### src/design/fiq_pkg.sv
`default_nettype none

package fiq_pkg;

    localparam int CYLINDERS_DEF = 4;
    localparam int MASK_W        = 4;
    localparam int VOLT_W        = 16;
    localparam int TIMER_W       = 16;
    localparam int CNT_W         = 8;
    localparam int CYL_W         = 2;
    localparam int CFG_IDX_W     = 3;
    localparam int CFG_DATA_W    = 16;

    localparam logic [CFG_IDX_W-1:0] CFG_SHORT_VOLT  = 3'd0;
    localparam logic [CFG_IDX_W-1:0] CFG_OPEN_VOLT   = 3'd1;
    localparam logic [CFG_IDX_W-1:0] CFG_ENABLE_DLY  = 3'd2;
    localparam logic [CFG_IDX_W-1:0] CFG_FAIL_THR    = 3'd3;
    localparam logic [CFG_IDX_W-1:0] CFG_SAMPLE_THR  = 3'd4;

    localparam logic [TIMER_W-1:0] ENABLE_DLY_RST = 16'd64;
    localparam logic [CNT_W-1:0]   FAIL_THR_RST   = 8'd5;
    localparam logic [CNT_W-1:0]   SAMPLE_THR_RST = 8'd10;

    localparam logic CMD_TICK  = 1'b0;
    localparam logic CMD_EVENT = 1'b1;

    typedef struct packed {
        logic              cmd;
        logic [VOLT_W-1:0] ign_voltage;
        logic              ign_on;
        logic [CYL_W-1:0]  cylinder;
        logic              short_fault;
        logic              open_fault;
    } t_in_item;

    typedef struct packed {
        logic [MASK_W-1:0] short_failed_mask;
        logic [MASK_W-1:0] open_failed_mask;
        logic [MASK_W-1:0] short_done_mask;
        logic [MASK_W-1:0] open_done_mask;
        logic [MASK_W-1:0] any_done_mask;
        logic              short_check_enabled;
        logic              open_check_enabled;
    } t_out_item;

    typedef struct packed {
        logic              enable;
        logic [MASK_W-1:0] done;
        logic [MASK_W-1:0] failed;
    } t_class_rpt;

    typedef struct packed {
        logic [TIMER_W-1:0] delay;
        logic [CNT_W-1:0]   fail_thr;
        logic [CNT_W-1:0]   sample_thr;
    } t_class_cfg;

endpackage

`default_nettype wire

### src/design/fiq_class.sv
`default_nettype none

module fiq_class #(
    parameter int CYLINDERS = fiq_pkg::CYLINDERS_DEF
) (
    input  wire                          i_clk,
    input  wire                          i_rst_n,
    input  wire                          i_step,
    input  fiq_pkg::t_in_item            i_item,
    input  wire                          i_fault,
    input  wire [fiq_pkg::VOLT_W-1:0]    i_volt_thr,
    input  fiq_pkg::t_class_cfg          i_cfg,
    output fiq_pkg::t_class_rpt          o_rpt
);

    localparam int CW = (CYLINDERS > 1) ? $clog2(CYLINDERS) : 1;
    localparam int XW = (CW > fiq_pkg::CYL_W) ? CW : fiq_pkg::CYL_W;

    logic [fiq_pkg::TIMER_W-1:0] r_timer, n_timer;
    logic                        r_running, n_running;
    logic                        r_enable, n_enable;
    logic [fiq_pkg::CNT_W-1:0]   r_samples  [CYLINDERS];
    logic [fiq_pkg::CNT_W-1:0]   r_failures [CYLINDERS];
    logic [CYLINDERS-1:0]        r_done, n_done;
    logic [CYLINDERS-1:0]        r_failed, n_failed;
    logic [fiq_pkg::CNT_W-1:0]   n_samp_cyl, n_fail_cyl;

    logic                   low;
    logic                   cyl_ok;
    logic [XW-1:0]          cyl_x;
    logic [CW-1:0]          idx;
    logic [CYLINDERS-1:0]   bit_sel;
    logic [fiq_pkg::TIMER_W-1:0] t1;
    logic                   run1;
    logic [fiq_pkg::CNT_W-1:0] s_base, f_base;
    logic                   was_done;

    assign cyl_x   = XW'(i_item.cylinder);
    assign idx     = cyl_x[CW-1:0];
    assign cyl_ok  = (32'(i_item.cylinder) < 32'(CYLINDERS));
    assign bit_sel = CYLINDERS'(1) << idx;
    assign low     = (i_item.ign_voltage < i_volt_thr);

    always_comb begin
        n_timer    = r_timer;
        n_running  = r_running;
        n_enable   = r_enable;
        n_done     = r_done;
        n_failed   = r_failed;
        n_samp_cyl = '0;
        n_fail_cyl = '0;
        t1         = low ? '0 : r_timer;
        run1       = low ? 1'b0 : r_running;
        s_base     = '0;
        f_base     = '0;
        was_done   = r_done[idx];
        if (i_item.cmd == fiq_pkg::CMD_TICK) begin
            if (r_running && (r_timer != '1)) begin
                n_timer = r_timer + 1'b1;
            end
        end else begin
            n_timer   = t1;
            n_running = run1;
            if (i_item.ign_on) begin
                if (t1 >= i_cfg.delay) begin
                    n_enable  = 1'b1;
                    n_running = 1'b0;
                end else begin
                    n_enable  = 1'b0;
                    n_running = 1'b1;
                end
            end else begin
                n_enable = 1'b0;
            end

            if (low) begin
                n_done = '0;
            end
            if (cyl_ok) begin
                if (n_enable) begin
                    s_base = (low || was_done) ? '0 : r_samples[idx];
                    f_base = (low || was_done) ? '0 : r_failures[idx];
                    n_samp_cyl = (s_base == '1) ? s_base : s_base + 1'b1;
                    if (i_fault) begin
                        n_fail_cyl = (f_base == '1) ? f_base : f_base + 1'b1;
                    end else begin
                        n_fail_cyl = f_base;
                    end
                end
                n_done = n_done & ~bit_sel;
                if (n_fail_cyl >= i_cfg.fail_thr) begin
                    n_failed = n_failed | bit_sel;
                    n_done   = n_done | bit_sel;
                end else if (n_samp_cyl >= i_cfg.sample_thr) begin
                    n_failed = n_failed & ~bit_sel;
                    n_done   = n_done | bit_sel;
                end
            end
        end
    end

    always_ff @(posedge i_clk) begin
        if (!i_rst_n) begin
            r_timer   <= '0;
            r_running <= 1'b0;
            r_enable  <= 1'b0;
            r_done    <= '0;
            r_failed  <= '0;
            for (int k = 0; k < CYLINDERS; k++) begin
                r_samples[k]  <= '0;
                r_failures[k] <= '0;
            end
        end else if (i_step) begin
            r_timer   <= n_timer;
            r_running <= n_running;
            r_enable  <= n_enable;
            r_done    <= n_done;
            r_failed  <= n_failed;
            if (i_item.cmd == fiq_pkg::CMD_EVENT) begin
                for (int k = 0; k < CYLINDERS; k++) begin
                    if (cyl_ok && (idx == CW'(k))) begin
                        r_samples[k]  <= n_samp_cyl;
                        r_failures[k] <= n_fail_cyl;
                    end else if (low) begin
                        r_samples[k]  <= '0;
                        r_failures[k] <= '0;
                    end
                end
            end
        end
    end

    assign o_rpt.enable = n_enable;

    for (genvar k = 0; k < fiq_pkg::MASK_W; k++) begin : g_mask
        if (k < CYLINDERS) begin : g_on
            assign o_rpt.done[k]   = n_done[k];
            assign o_rpt.failed[k] = n_failed[k];
        end else begin : g_off
            assign o_rpt.done[k]   = 1'b0;
            assign o_rpt.failed[k] = 1'b0;
        end
    end

endmodule

`default_nettype wire

### src/design/ignition_output_fault_qualifier.sv
// Qualifies short-to-battery and open faults of each ignition output with a
// pair of saturating sample and failure counters per cylinder and class.
// Requests enter on the input channel (i_in_valid, o_in_ready, i_in_data):
// a tick request advances the class enable-delay timers, an event request
// evaluates enables and updates the counters of the addressed cylinder.
// Every request yields exactly one result on the output channel
// (o_out_valid, i_out_ready, o_out_data) carrying the masks and enables.
// A request is captured in an input register and its result goes into the
// result register once that is free; one request is accepted every cycle
// while the receiver does not stall. When the receiver stalls, the result
// register holds its value and the input register holds the next request;
// o_in_ready drops only once both are full. Configuration writes (i_cfg_valid,
// i_cfg_index, i_cfg_data) are always ready and take effect at once; the
// user makes them only while the block idles; the block does not enforce
// this. Reset, synchronous and active low, empties both registers, clears
// timers, enables, counters and flag bits, and loads the default thresholds.
`default_nettype none

module ignition_output_fault_qualifier #(
    parameter int CYLINDERS = fiq_pkg::CYLINDERS_DEF
) (
    input  wire                            i_clk,
    input  wire                            i_rst_n,
    input  wire                            i_in_valid,
    output logic                           o_in_ready,
    input  fiq_pkg::t_in_item              i_in_data,
    output logic                           o_out_valid,
    input  wire                            i_out_ready,
    output fiq_pkg::t_out_item             o_out_data,
    input  wire                            i_cfg_valid,
    output logic                           o_cfg_ready,
    input  wire [fiq_pkg::CFG_IDX_W-1:0]   i_cfg_index,
    input  wire [fiq_pkg::CFG_DATA_W-1:0]  i_cfg_data
);

    logic [fiq_pkg::VOLT_W-1:0]  r_short_volt;
    logic [fiq_pkg::VOLT_W-1:0]  r_open_volt;
    logic [fiq_pkg::TIMER_W-1:0] r_delay;
    logic [fiq_pkg::CNT_W-1:0]   r_fail_thr;
    logic [fiq_pkg::CNT_W-1:0]   r_sample_thr;

    logic                        r_in_vld;
    fiq_pkg::t_in_item           r_in;
    logic                        r_out_vld;
    fiq_pkg::t_out_item          r_out;
    logic [fiq_pkg::MASK_W-1:0]  r_sticky, n_sticky;

    logic                        step;
    fiq_pkg::t_class_cfg         class_cfg;
    fiq_pkg::t_class_rpt         short_rpt, open_rpt;

    assign o_cfg_ready = 1'b1;

    always_ff @(posedge i_clk) begin
        if (!i_rst_n) begin
            r_short_volt <= '0;
            r_open_volt  <= '0;
            r_delay      <= fiq_pkg::ENABLE_DLY_RST;
            r_fail_thr   <= fiq_pkg::FAIL_THR_RST;
            r_sample_thr <= fiq_pkg::SAMPLE_THR_RST;
        end else if (i_cfg_valid) begin
            case (i_cfg_index)
                fiq_pkg::CFG_SHORT_VOLT: r_short_volt <= i_cfg_data;
                fiq_pkg::CFG_OPEN_VOLT:  r_open_volt  <= i_cfg_data;
                fiq_pkg::CFG_ENABLE_DLY: r_delay      <= i_cfg_data;
                fiq_pkg::CFG_FAIL_THR:   r_fail_thr   <= i_cfg_data[fiq_pkg::CNT_W-1:0];
                fiq_pkg::CFG_SAMPLE_THR: r_sample_thr <= i_cfg_data[fiq_pkg::CNT_W-1:0];
                default: ;
            endcase
        end
    end

    assign class_cfg.delay      = r_delay;
    assign class_cfg.fail_thr   = r_fail_thr;
    assign class_cfg.sample_thr = r_sample_thr;

    assign step       = r_in_vld && (!r_out_vld || i_out_ready);
    assign o_in_ready = !r_in_vld || step;

    always_ff @(posedge i_clk) begin
        if (!i_rst_n) begin
            r_in_vld <= 1'b0;
        end else if (o_in_ready) begin
            r_in_vld <= i_in_valid;
        end
    end

    always_ff @(posedge i_clk) begin
        if (o_in_ready && i_in_valid) begin
            r_in <= i_in_data;
        end
    end

    fiq_class #(
        .CYLINDERS (CYLINDERS)
    ) u_short (
        .i_clk      (i_clk),
        .i_rst_n    (i_rst_n),
        .i_step     (step),
        .i_item     (r_in),
        .i_fault    (r_in.short_fault),
        .i_volt_thr (r_short_volt),
        .i_cfg      (class_cfg),
        .o_rpt      (short_rpt)
    );

    fiq_class #(
        .CYLINDERS (CYLINDERS)
    ) u_open (
        .i_clk      (i_clk),
        .i_rst_n    (i_rst_n),
        .i_step     (step),
        .i_item     (r_in),
        .i_fault    (r_in.open_fault),
        .i_volt_thr (r_open_volt),
        .i_cfg      (class_cfg),
        .o_rpt      (open_rpt)
    );

    always_comb begin
        n_sticky = r_sticky;
        if (r_in.cmd == fiq_pkg::CMD_EVENT) begin
            n_sticky = r_sticky | short_rpt.done | open_rpt.done;
        end
    end

    always_ff @(posedge i_clk) begin
        if (!i_rst_n) begin
            r_sticky  <= '0;
            r_out_vld <= 1'b0;
        end else if (step) begin
            r_sticky  <= n_sticky;
            r_out_vld <= 1'b1;
        end else if (i_out_ready) begin
            r_out_vld <= 1'b0;
        end
    end

    always_ff @(posedge i_clk) begin
        if (step) begin
            r_out.short_failed_mask   <= short_rpt.failed;
            r_out.open_failed_mask    <= open_rpt.failed;
            r_out.short_done_mask     <= short_rpt.done;
            r_out.open_done_mask      <= open_rpt.done;
            r_out.any_done_mask       <= n_sticky;
            r_out.short_check_enabled <= short_rpt.enable;
            r_out.open_check_enabled  <= open_rpt.enable;
        end
    end

    assign o_out_valid = r_out_vld;
    assign o_out_data  = r_out;

endmodule

`default_nettype wire
### config.mk
export PLATFORM = sky130hd
export DESIGN_NAME = ignition_output_fault_qualifier
export DESIGN_NICKNAME = d
export VERILOG_FILES = /design/src/design/fiq_pkg.sv /design/src/design/fiq_class.sv /design/src/design/ignition_output_fault_qualifier.sv
export SDC_FILE = /design/constraint.sdc
export NUM_CORES = 1
export LEC_CHECK = 0
export BUFFER_PORTS_ARGS = -buffer_cell sky130_fd_sc_hd__buf_4
export CAP_MARGIN = 15
export CORE_MARGIN = 2
export CORE_UTILIZATION = 56
export DETAILED_ROUTE_END_ITERATION = 8
export PLACE_DENSITY = 0.83
export SLEW_MARGIN = 5
export SYNTH_ARGS = -nofsm -noshare
export SYNTH_HDL_FRONTEND = slang
export SYNTH_SLANG_ARGS = --single-unit
### constraint.sdc
create_clock -name i_clk -period 5.8 [get_ports i_clk]
set_input_delay 0.29 -clock i_clk [delete_from_list [all_inputs] [get_ports i_clk]]
set_output_delay 0.29 -clock i_clk [all_outputs]
set_load 0.1 [all_outputs]
# After elaboration in Yosys (flattened, before gate mapping)
# Memories as Yosys holds them, arrays and structs flattened. A register that Yosys moved wholly into a read port is not among the register bits.
# Index checks and enable logic that the tools add are counted.
[totals] register_bits=166 mem_bits_rw=128 input_bits=46 output_inout_bits=25 elab_cells=297 mem_count=4
[memory_table] name="u_open.r_failures" depth=4 width=8 read_ports=1 rd_ports_with_merged_regs=1 wr=4 line_no="fiq_class.sv:23" rtl="logic [fiq_pkg::CNT_W-1:0] r_failures [CYLINDERS];"
[memory_table] name="u_open.r_samples" depth=4 width=8 read_ports=1 rd_ports_with_merged_regs=1 wr=4 line_no="fiq_class.sv:22" rtl="logic [fiq_pkg::CNT_W-1:0] r_samples [CYLINDERS];"
[memory_table] name="u_short.r_failures" depth=4 width=8 read_ports=1 rd_ports_with_merged_regs=1 wr=4 line_no="fiq_class.sv:23"
[memory_table] name="u_short.r_samples" depth=4 width=8 read_ports=1 rd_ports_with_merged_regs=1 wr=4 line_no="fiq_class.sv:22"
[classes] addsub=6 order_cmp=9 eq_ne=13 shifts=1 n_mux=164 bitwise=43 n_reduce_logical=26
[op_table] cell="8-bit two-way mux" n=54
[op_table] cell="16-bit two-way mux" n=6
[op_table] cell="1-bit two-way mux" n=81
[op_table] cell="4-bit two-way mux" n=17
[op_table] cell="16-bit by 1-bit adder with 16-bit output, second input constant" n=2
[op_table] cell="8-bit by 1-bit adder with 8-bit output, second input constant" n=4
[op_table] cell="8-bit == test, second input constant" n=4
[op_table] cell="16-bit >= comparator" n=2
[op_table] cell="8-bit >= comparator" n=4
[op_table] cell="16-bit < comparator" n=2
[op_table] cell="16-bit != test, second input constant" n=2
[op_table] cell="1-bit bitwise OR" n=32
[op_table] cell="4-bit bitwise OR" n=6
[op_table] cell="4-bit bitwise AND" n=4
[op_table] cell="2-bit AND reduction" n=7
[op_table] cell="2-bit nonzero test" n=5
[op_table] cell="2-bit two-way mux" n=4
[op_table] cell="3-bit by 2-bit == test with 1-bit output, second input constant" n=2
[op_table] cell="3-bit AND reduction" n=2
[op_table] cell="1-bit binary-select mux with 2-bit select" n=2
[op_table] cell="2-bit == test, second input constant" n=2
[op_table] cell="1-bit logical AND" n=4
[op_table] cell="1-bit logical OR" n=4
[op_table] cell="4-bit inverter" n=1
[op_table] cell="other kinds (8)" n=9

# Logic depth before layout (Yosys ltp)
# Gate-level depths: netlist of run 1.
[depth] depth_word=15 mapped_depth=26

# By module
# From an unflattened synthesis of run 1, not the netlist that was laid out.
[hier_totals] hier_cells=1576 area_unflattened_um2=16290.6
[modules_own_cells] mod="fiq_class (u_open)" instances=1 cells_per_inst=631 area_each_um2=6138.4 seq_area_each_um2=2442.3
[modules_own_cells] mod="fiq_class (u_short)" instances=1 cells_per_inst=627 area_each_um2=6110.9 seq_area_each_um2=2442.3
[modules_own_cells] mod="ignition_output_fault_qualifier" instances=1 cells_per_inst=318 area_each_um2=4041.4 seq_area_each_um2=2722.6

# Least setup slack after synthesis of run 1
# OpenSTA, ideal clock, no wires.
[synth_path] path_type="register to register" from="reg r_in[15] in the netlist's numbering" to="reg r_out, in the netlist o_out_data[5], data pin" arrival_time_ns=5.476 t_required_ns=5.546 path_slack_ns=0.071 path_stages_with_launch=26 path_buffers=3 synth_period_minus_slack_ns=5.729 path_cell_list="edfxtp_1 ha_1 a41oi_1 o21ai_0 a221oi_1 nand2_1 clkbuf_1 clkbuf_1 and2_1 ha_1 nand4_1 nor2_1 a211oi_1 or2_2 a31oi_1 nand2_1 clkbuf_1 nor2_1 ha_1 a21o_1 a211oi_1 o21ai_0 a21oi_1 and2_1 o221ai_1 a21o_1"
[synth_via] elab_chain_len=15 word_cells_on_any_way=61 cone_classes="4 x add/sub; 8 x order compare; 4 x eq/ne; 37 x mux; 6 x bitwise; 2 x reduce/logical"
[synth_lines] item="start: declaration" line_no="ignition_output_fault_qualifier.sv:43" rtl="fiq_pkg::t_in_item r_in;"
[synth_lines] item="start signal: assignment" line_no="ignition_output_fault_qualifier.sv:90" rtl="r_in <= i_in_data;"
[synth_lines] item="16-bit < comparator" line_no="fiq_class.sv:42" rtl="assign low = (i_item.ign_voltage < i_volt_thr);"
[synth_lines] item="16-bit two-way mux" line_no="fiq_class.sv:52" rtl="t1 = low ? '0 : r_timer;"
[synth_lines] item="16-bit >= comparator" line_no="fiq_class.sv:65" rtl="if (t1 >= i_cfg.delay) begin"
[synth_lines] item="1-bit two-way mux" line_no="fiq_class.sv:65"
[synth_lines] item="1-bit two-way mux" line_no="fiq_class.sv:64" rtl="if (i_item.ign_on) begin"
[synth_lines] item="1-bit two-way mux" line_no="fiq_class.sv:57" rtl="if (i_item.cmd == fiq_pkg::CMD_TICK) begin"
[synth_lines] item="8-bit two-way mux" line_no="fiq_class.sv:80" rtl="if (n_enable) begin"
[synth_lines] item="8-bit two-way mux" line_no="fiq_class.sv:57"
[synth_lines] item="8-bit >= comparator" line_no="fiq_class.sv:94" rtl="end else if (n_samp_cyl >= i_cfg.sample_thr) begin"
[synth_lines] item="4-bit two-way mux" line_no="fiq_class.sv:94"
[synth_lines] item="4-bit two-way mux" line_no="fiq_class.sv:91" rtl="if (n_fail_cyl >= i_cfg.fail_thr) begin"
[synth_lines] item="4-bit two-way mux" line_no="fiq_class.sv:57"
[synth_lines] item="4-bit bitwise OR" line_no="ignition_output_fault_qualifier.sv:123" rtl="n_sticky = r_sticky | short_rpt.done | open_rpt.done;"
[synth_lines] item="4-bit bitwise OR (*)" line_no="ignition_output_fault_qualifier.sv:123"
[synth_lines] item="4-bit two-way mux (*)" line_no="ignition_output_fault_qualifier.sv:122" rtl="if (r_in.cmd == fiq_pkg::CMD_EVENT) begin"
[synth_lines] item="net n_sticky, one bit" line_no="ignition_output_fault_qualifier.sv:46" rtl="logic [fiq_pkg::MASK_W-1:0] r_sticky, n_sticky;"
[synth_lines] item="end: declaration" line_no="ignition_output_fault_qualifier.sv:45" rtl="fiq_pkg::t_out_item r_out;"
# The timed path passes the listed nets; every way through them passes the cells marked *. The select of a mux whose other input is x is not followed.
# A chain may end at the register's enable or synchronous reset.

# Worst setup path in the final report of run 1
[layout_path] from="reg r_in[6] in the netlist's numbering" to="reg r_out, in the netlist o_out_data[5], data pin"
# The elaborated chain is that of the path after synthesis.

==> metrics.yaml, run 1 <==
fin_hold_ws_ps: 10.3
utilization_pct: 65.1
cts_made_buffers: 30
synth_common_cells: "215 x nand2_1, 177 x nor2_1, 172 x edfxtp_1"
cpMaxStageDelayCell: "or3_4"
core_area_sq_mm: 0.0277
setup_violations: 0
start_kind: "register"
synth_top_area_share_pct: 32.8
post-place-ws_ps: -58.9
synth_seq_cells: 296
power_leakage_nw: 6.80
row_count: 61
synth_edf_count: 172
ys_warn_count: 0
grt_pass1_vias: 12284
multi_input_area_sq_mm: 0.00750
synthCells: 1572
hp-class: "in -> reg"
drc: 0
ant_nets: 0
max-clock-path-buffers: 3
dp_hpwl_microns: 27800
critPathCaptureType: "register"
required_ps: 6120
outcome: "completed"
postRouteWirelength_microns: 41000
grt_pass1_wl_microns: 64600
yosysTopAreaCell: "edfxtp_1"
drt_iter0_drc: 1117
grt_max_degree: 85
portBuffers: 69
synth_top_flop_cell: "edfxtp_1"
worstPathArrival_ps: 5910
start_util_pct: 56.8
regArea_sq_mm: 0.00765
die_h_microns: 172
drtPass1Iterations: 5
synth_area_leaders: "edfxtp_1 33%, dfxtp_1 16%, ha_1 8.0%"
cts_tree: "done"
fp.dieW_microns: 172
hold_violations: 0
setup_ws_ps: 210
fmax_mhz: 179
synth_cell_types: 83
clk_latency_ps: 560
slew_headroom_pct: 30.6
path_buf_inv: 4
critPathTopFamily: "compound AO/OA/AOI/OAI gates"
viasPerCell: 6.10
cts_sinks: 296
gr-total-overflow: 0
setup_tns_ps: 0
path_class: "reg -> reg"
syn-num-nets: 1718
fin_nets: 1807
max_stage_delay_ps: 440
vias: 12586
fin_crit_sh_pct: 96.4
crit_chain: "ha_4, a2111oi_4, buf_4, o31ai_4, or3_4, buf_4, and2_1, ha_1, a211o_1, a31oi_2, nor3_2, o31a_1, o21ai_4, buf_12, or2_2, ha_1, nand2b_1, a211oi_1, o221ai_1, a22oi_1, buf_4, o22a_1, o221ai_1, a21o_1"
n_antenna_cell: 0
worst_pin_slew_ps: 1040
synth_area_per_cell_sq_um: 10.0
grt_antenna_before_repair: 0
irDropWorstVdd_mv: 0.222
cts.clk_slew.worst_paths_ps: 60
layout-drive-gt1-share_pct: 13.4
synth_area_sq_mm: 0.0157
dieArea_sq_mm: 0.0295
wl_per_cell_microns: 19.9
ys_seq_area_share_pct: 48.6
gp_congestion: 0.911
grt_usage_pct: 27.9
p_total_mw: 4.81
crit_path_frequent_cell: "buf_4"
h-tree-depth: 1
clock_skew_ps: 10.0
pwr_density_cell_mw_per_mm2: 267
async_reset_ff_share_pct: 0
n_fill_cell: 2083
maxCapViolCount: 0
syn2layout_area_growth_pct: 14.6
cts-root-buf: "clkbuf_16"
crit_fanout: 13
drv_slew: 0
synth.most_common_cell: "nand2_1"
io_pins: 71
min_period_ps: 5590
==> final cells by class <==
type                       instances  share of cell area (%)
inverter                          80                    1.67
sequential                       296                    42.4
multi-input combinational       1114                    41.6
tap                              378                    2.62
clock inverter                    15                   0.687
clock buffer                      41                    4.57
timing repair buffer             139                    6.41
==> worst paths after layout <==
kind,end,cells after the start,startpoint,slack [ps]
worst max-delay path,o_out_data[5],24,r_in[6],210
worst min-delay path,r_delay[8],3,i_cfg_data[8],10
worst max register to register,o_out_data[5],24,r_in[6],210
worst min register to register,r_open_volt[7],2,r_open_volt[7],460
==> layout by cell type (no fill, tap or decap), drive strengths merged, types with 28 or more instances in the layout <==
cell and instances:
dlygate4sd3 28, nand2 215, inv 79, nor3 43, mux4 34, o21ai 64, buf 110, ha 100
edfxtp 172, dfxtp 124, nor2 178, and2 47, nand3 45, clkbuf 42, a21oi 109
==> worst reg2reg max path, cell delays in order, from the launching register on <==
cell and delay [ps]:
edfxtp_1 430, ha_4 250, a2111oi_4 300, buf_4 180, o31ai_4 80, or3_4 440, buf_4 180, and2_1 170
ha_1 190, a211o_1 230, a31oi_2 160, nor3_2 70, o31a_1 350, o21ai_4 190, buf_12 160, or2_2 130
ha_1 220, nand2b_1 160, a211oi_1 260, o221ai_1 220, a22oi_1 250, buf_4 190, o22a_1 200, o221ai_1 150
a21o_1 200
==> state kept, by name, summed over array words and instances, names as in the netlist, 8 cells and up, named ones only <==
register            count
o_out_data             22
r_delay                16
r_fail_thr              8
r_in                   22
r_open_volt            16
r_sample_thr            8
r_short_volt           16
u_open.r_failures      32
u_open.r_samples       32
u_open.r_timer         16
u_short.r_failures     32
u_short.r_samples      32
u_short.r_timer        16
==> per-stage QoR <==
| stage | cells | instance area [sq um] |
|---|---|---|
| 4_1_cts | 2052 | 17800 |
| 5_1_grt | 2063 | 18000 |
| 6_report | 2063 | 18000 |
| 3_3_place_gp | 1968 | 16600 |
| 3_5_place_dp | 1968 | 16600 |
| 2_1_floorplan | 1572 | 15700 |
==> report_power, final <==
group / internal [mW] / switching, mW / total, mW
registers: 2.30 / 0.0431 / 2.34
clock network: 1.08 / 0.801 / 1.88
logic: 0.211 / 0.383 / 0.594
total: 3.59 / 1.23 / 4.81
==> kinds of logic after synthesis <==
| group | synth area share, % |
|---|---|
| xor gates and xnor gates | 0.827 |
| adders and majority gates | 7.95 |
| muxes | 6.34 |
| DFF | 48.6 |
| and+or+nand+nor | 18.7 |
| buffers and inverters | 4.44 |
| other | 0.0238 |
| AOI/OAI and AO/OA | 13.1 |
==> layer usage <==
metal  wire length [microns]  vias to the layer above  GRT usage, %
met5                       0                        -             0
met4                    1380                        0          10.3
met3                    3260                       99          3.75
met2                   20400                      586          48.0
met1                   16000                     6029          36.0
li1                        -                     5872             -
==> repair_timing <==
action | in CTS | in global routing
hold endpoints to repair | 35 | 0
gates cloned | 0 | 1
setup endpoints to repair | 8 | 34
pin swaps | 0 | 10
hold buffers | 28 | 0
buffers inserted | 0 | 9
gates resized for setup | 3 | 16
Power figures use the tool's default switching activity.
==> run 2: changes to the inputs <==
--- a/config.mk
+++ b/config.mk
@@ -11,6 +11,7 @@
 export CORE_UTILIZATION = 56
 export DETAILED_ROUTE_END_ITERATION = 8
 export PLACE_DENSITY = 0.83
+export REMOVE_ABC_BUFFERS = 1
 export SLEW_MARGIN = 5
 export SYNTH_ARGS = -nofsm -noshare
 export SYNTH_HDL_FRONTEND = slang
==> run 2 against run 1 <==
Compared with the run above: register-to-register slack about the same; clock-buffer cell count fell by 2; setup slack better by 14 ps; total power down 0.69%.
==> metrics.yaml, run 2 (same netlist as run 1, synthesis figures left out) <==
max_stage_delay_ps: 420
fmax_mhz: 179
place_area_sq_mm: 0.0166
crit_path_frequent_cell: "ha_1"
cts-root-buf: "clkbuf_16"
n_fill_cell: 2104
io_pins: 71
pwr_density_cell_mw_per_mm2: 267
dp_cells: 1967
crit_fanout: 16
ff2ff_setup_slack_ps: 220
start_util_pct: 56.8
setup_ws_ps: 224
h-tree-depth: 1
fin_crit_sh_pct: 96.1
cts_made_buffers: 28
worst_pin_slew_ps: 1150
cts_tree: "done"
crit-reg2reg-capture: "o_out_data[5]"
post-place-ws_ps: 42.6
row_count: 61
irDropWorstVdd_mv: 0.266
crit_chain: "ha_1, nand4_1, or3_1, o31ai_2, or3_1, buf_4, and2_1, ha_1, a21o_1, nand3_1, a21oi_1, a2111o_1, o21ai_4, buf_12, or2_2, ha_1, nand2b_1, a211oi_2, o221ai_1, a22oi_1, buf_4, o22a_1, o221ai_1, a21o_1"
clk_latency_ps: 550
grt_usage_pct: 27.2
grt_pass1_wl_microns: 63000
min_period_ps: 5580
die_h_microns: 172
ant_nets: 0
dieArea_sq_mm: 0.0295
fin_nets: 1795
cpMaxStageDelayCell: "edfxtp_1"
stdcell_count: 2049
maxCapViolCount: 0
cts.clk_slew.worst_paths_ps: 60
gp_congestion: 0.909
hp-class: "in -> reg"
dp_hpwl_microns: 27700
layout-drive-gt1-share_pct: 13.1
start_kind: "register"
power_leakage_nw: 6.75
layout_common_cells: "213 x nand2_1, 176 x nor2_1, 172 x edfxtp_1"
setup_tns_ps: 0
drt_iter0_drc: 1067
slew_headroom_pct: 23.1
required_ps: 6100
worstPathArrival_ps: 5870
critPathCaptureType: "register"
setup_violations: 0
cts_sinks: 296
core_area_sq_mm: 0.0277
max-clock-path-buffers: 3
viasPerCell: 6.14
post-route-cell-area_sq_mm: 0.0179
p_total_mw: 4.78
min-delay-start: "i_cfg_data[8]"
grt_antenna_before_repair: 0
clock_skew_ps: 20.1
hold_violations: 0
syn2layout_area_growth_pct: 13.7
outcome: "completed"
hold_depth: 3
layout_commonest_cell: "nand2_1"
drv_slew: 0
wl_per_cell_microns: 19.6
drtPass1Iterations: 5
grt_pass1_vias: 12020
reg2regPathDepth: 24
r2r_start: "r_in[16]"
drc: 0
n_antenna_cell: 0
grt_max_degree: 85
path_buf_inv: 3
vias: 12591
gr-total-overflow: 0
critPathTopFamily: "compound AO/OA/AOI/OAI gates"
fp.dieW_microns: 172
whs_endpoint: "r_short_volt[8]"
path_class: "reg -> reg"
postRouteWirelength_microns: 40100
portBuffers: 69
==> run 2: cell types whose count changed in the layout (fill, tap and decap cells not counted), sizes merged <==
cell,delta
buf,-8
clkbuf,-2
dlygate4sd3,-2
clkinv,-1
clkinvlp,-1
==> run 2: worst register-to-register path, stage by stage (launching register included) <==
cell and delay [ps]:
edfxtp_1 420, ha_1 350, nand4_1 160, or3_1 390
o31ai_2 320, or3_1 180, buf_4 190, and2_1 150
ha_1 240, a21o_1 160, nand3_1 70, a21oi_1 60
a2111o_1 360, o21ai_4 200, buf_12 160, or2_2 150
ha_1 230, nand2b_1 160, a211oi_2 240, o221ai_1 190
a22oi_1 210, buf_4 190, o22a_1 200, o221ai_1 150
a21o_1 200
==> run 2: what timing repair did <==
action | CTS | global route
hold buffers | 26 | 0
setup endpoints to repair | 1 | 34
pin swaps | 0 | 2
endpoints found under the hold margin | 33 | 0
gates cloned | 0 | 1
buffers inserted | 0 | 2
gates resized for setup | 1 | 18
==> run 2: power by group <==
| group | switching, mW | internal, mW | leakage, nW | total, mW |
|---|---|---|---|---|
| logic | 0.384 | 0.205 | 3.53 | 0.589 |
| registers | 0.0396 | 2.30 | 2.76 | 2.34 |
| clock network | 0.787 | 1.07 | 0.459 | 1.85 |
==> run 2: how the worst max path moves through the flow <==
stage / to / cells past startpoint / startpoint
floorplan: o_out_data[5] / 21 / r_in[20]
global placement: o_out_data[5] / 23 / r_in[6]
detailed placement: o_out_data[5] / 23 / r_in[6]
CTS: o_out_data[5] / 21 / r_in[18]
global route: o_out_data[5] / 24 / r_in[19]
finish: o_out_data[5] / 24 / r_in[16]
==> run 2: routing by layer <==
layer / share of wire [%] / track usage, % / routed length [microns]
met5: 0 / 0 / 0
met4: 3.7 / 11.5 / 1490
met3: 7.3 / 3.52 / 2920
met2: 50 / 46.8 / 19900
met1: 39 / 34.7 / 15900
==> run 2: through the flow <==
stage | hold slack, ps | util, %
floorplan | 362 | -
global placement | 443 | 59.8
detailed placement | 447 | 59.8
CTS | 1.21 | 64.1
global route | 18.6 | 64.6
finish | 14.5 | 64.6
==> run 2: cell type report <==
| cell class | count | area, sq um | area share, % |
|---|---|---|---|
| Multi-Input combinational cell | 1114 | 7470 | 41.8 |
| Timing Repair Buffer | 129 | 1070 | 5.97 |
| Sequential cell | 296 | 7650 | 42.8 |
| Tap cell | 378 | 473 | 2.64 |
| Clock inverter | 13 | 114 | 0.636 |
| Clock buffer | 39 | 815 | 4.55 |
| Inverter | 80 | 300 | 1.68 |
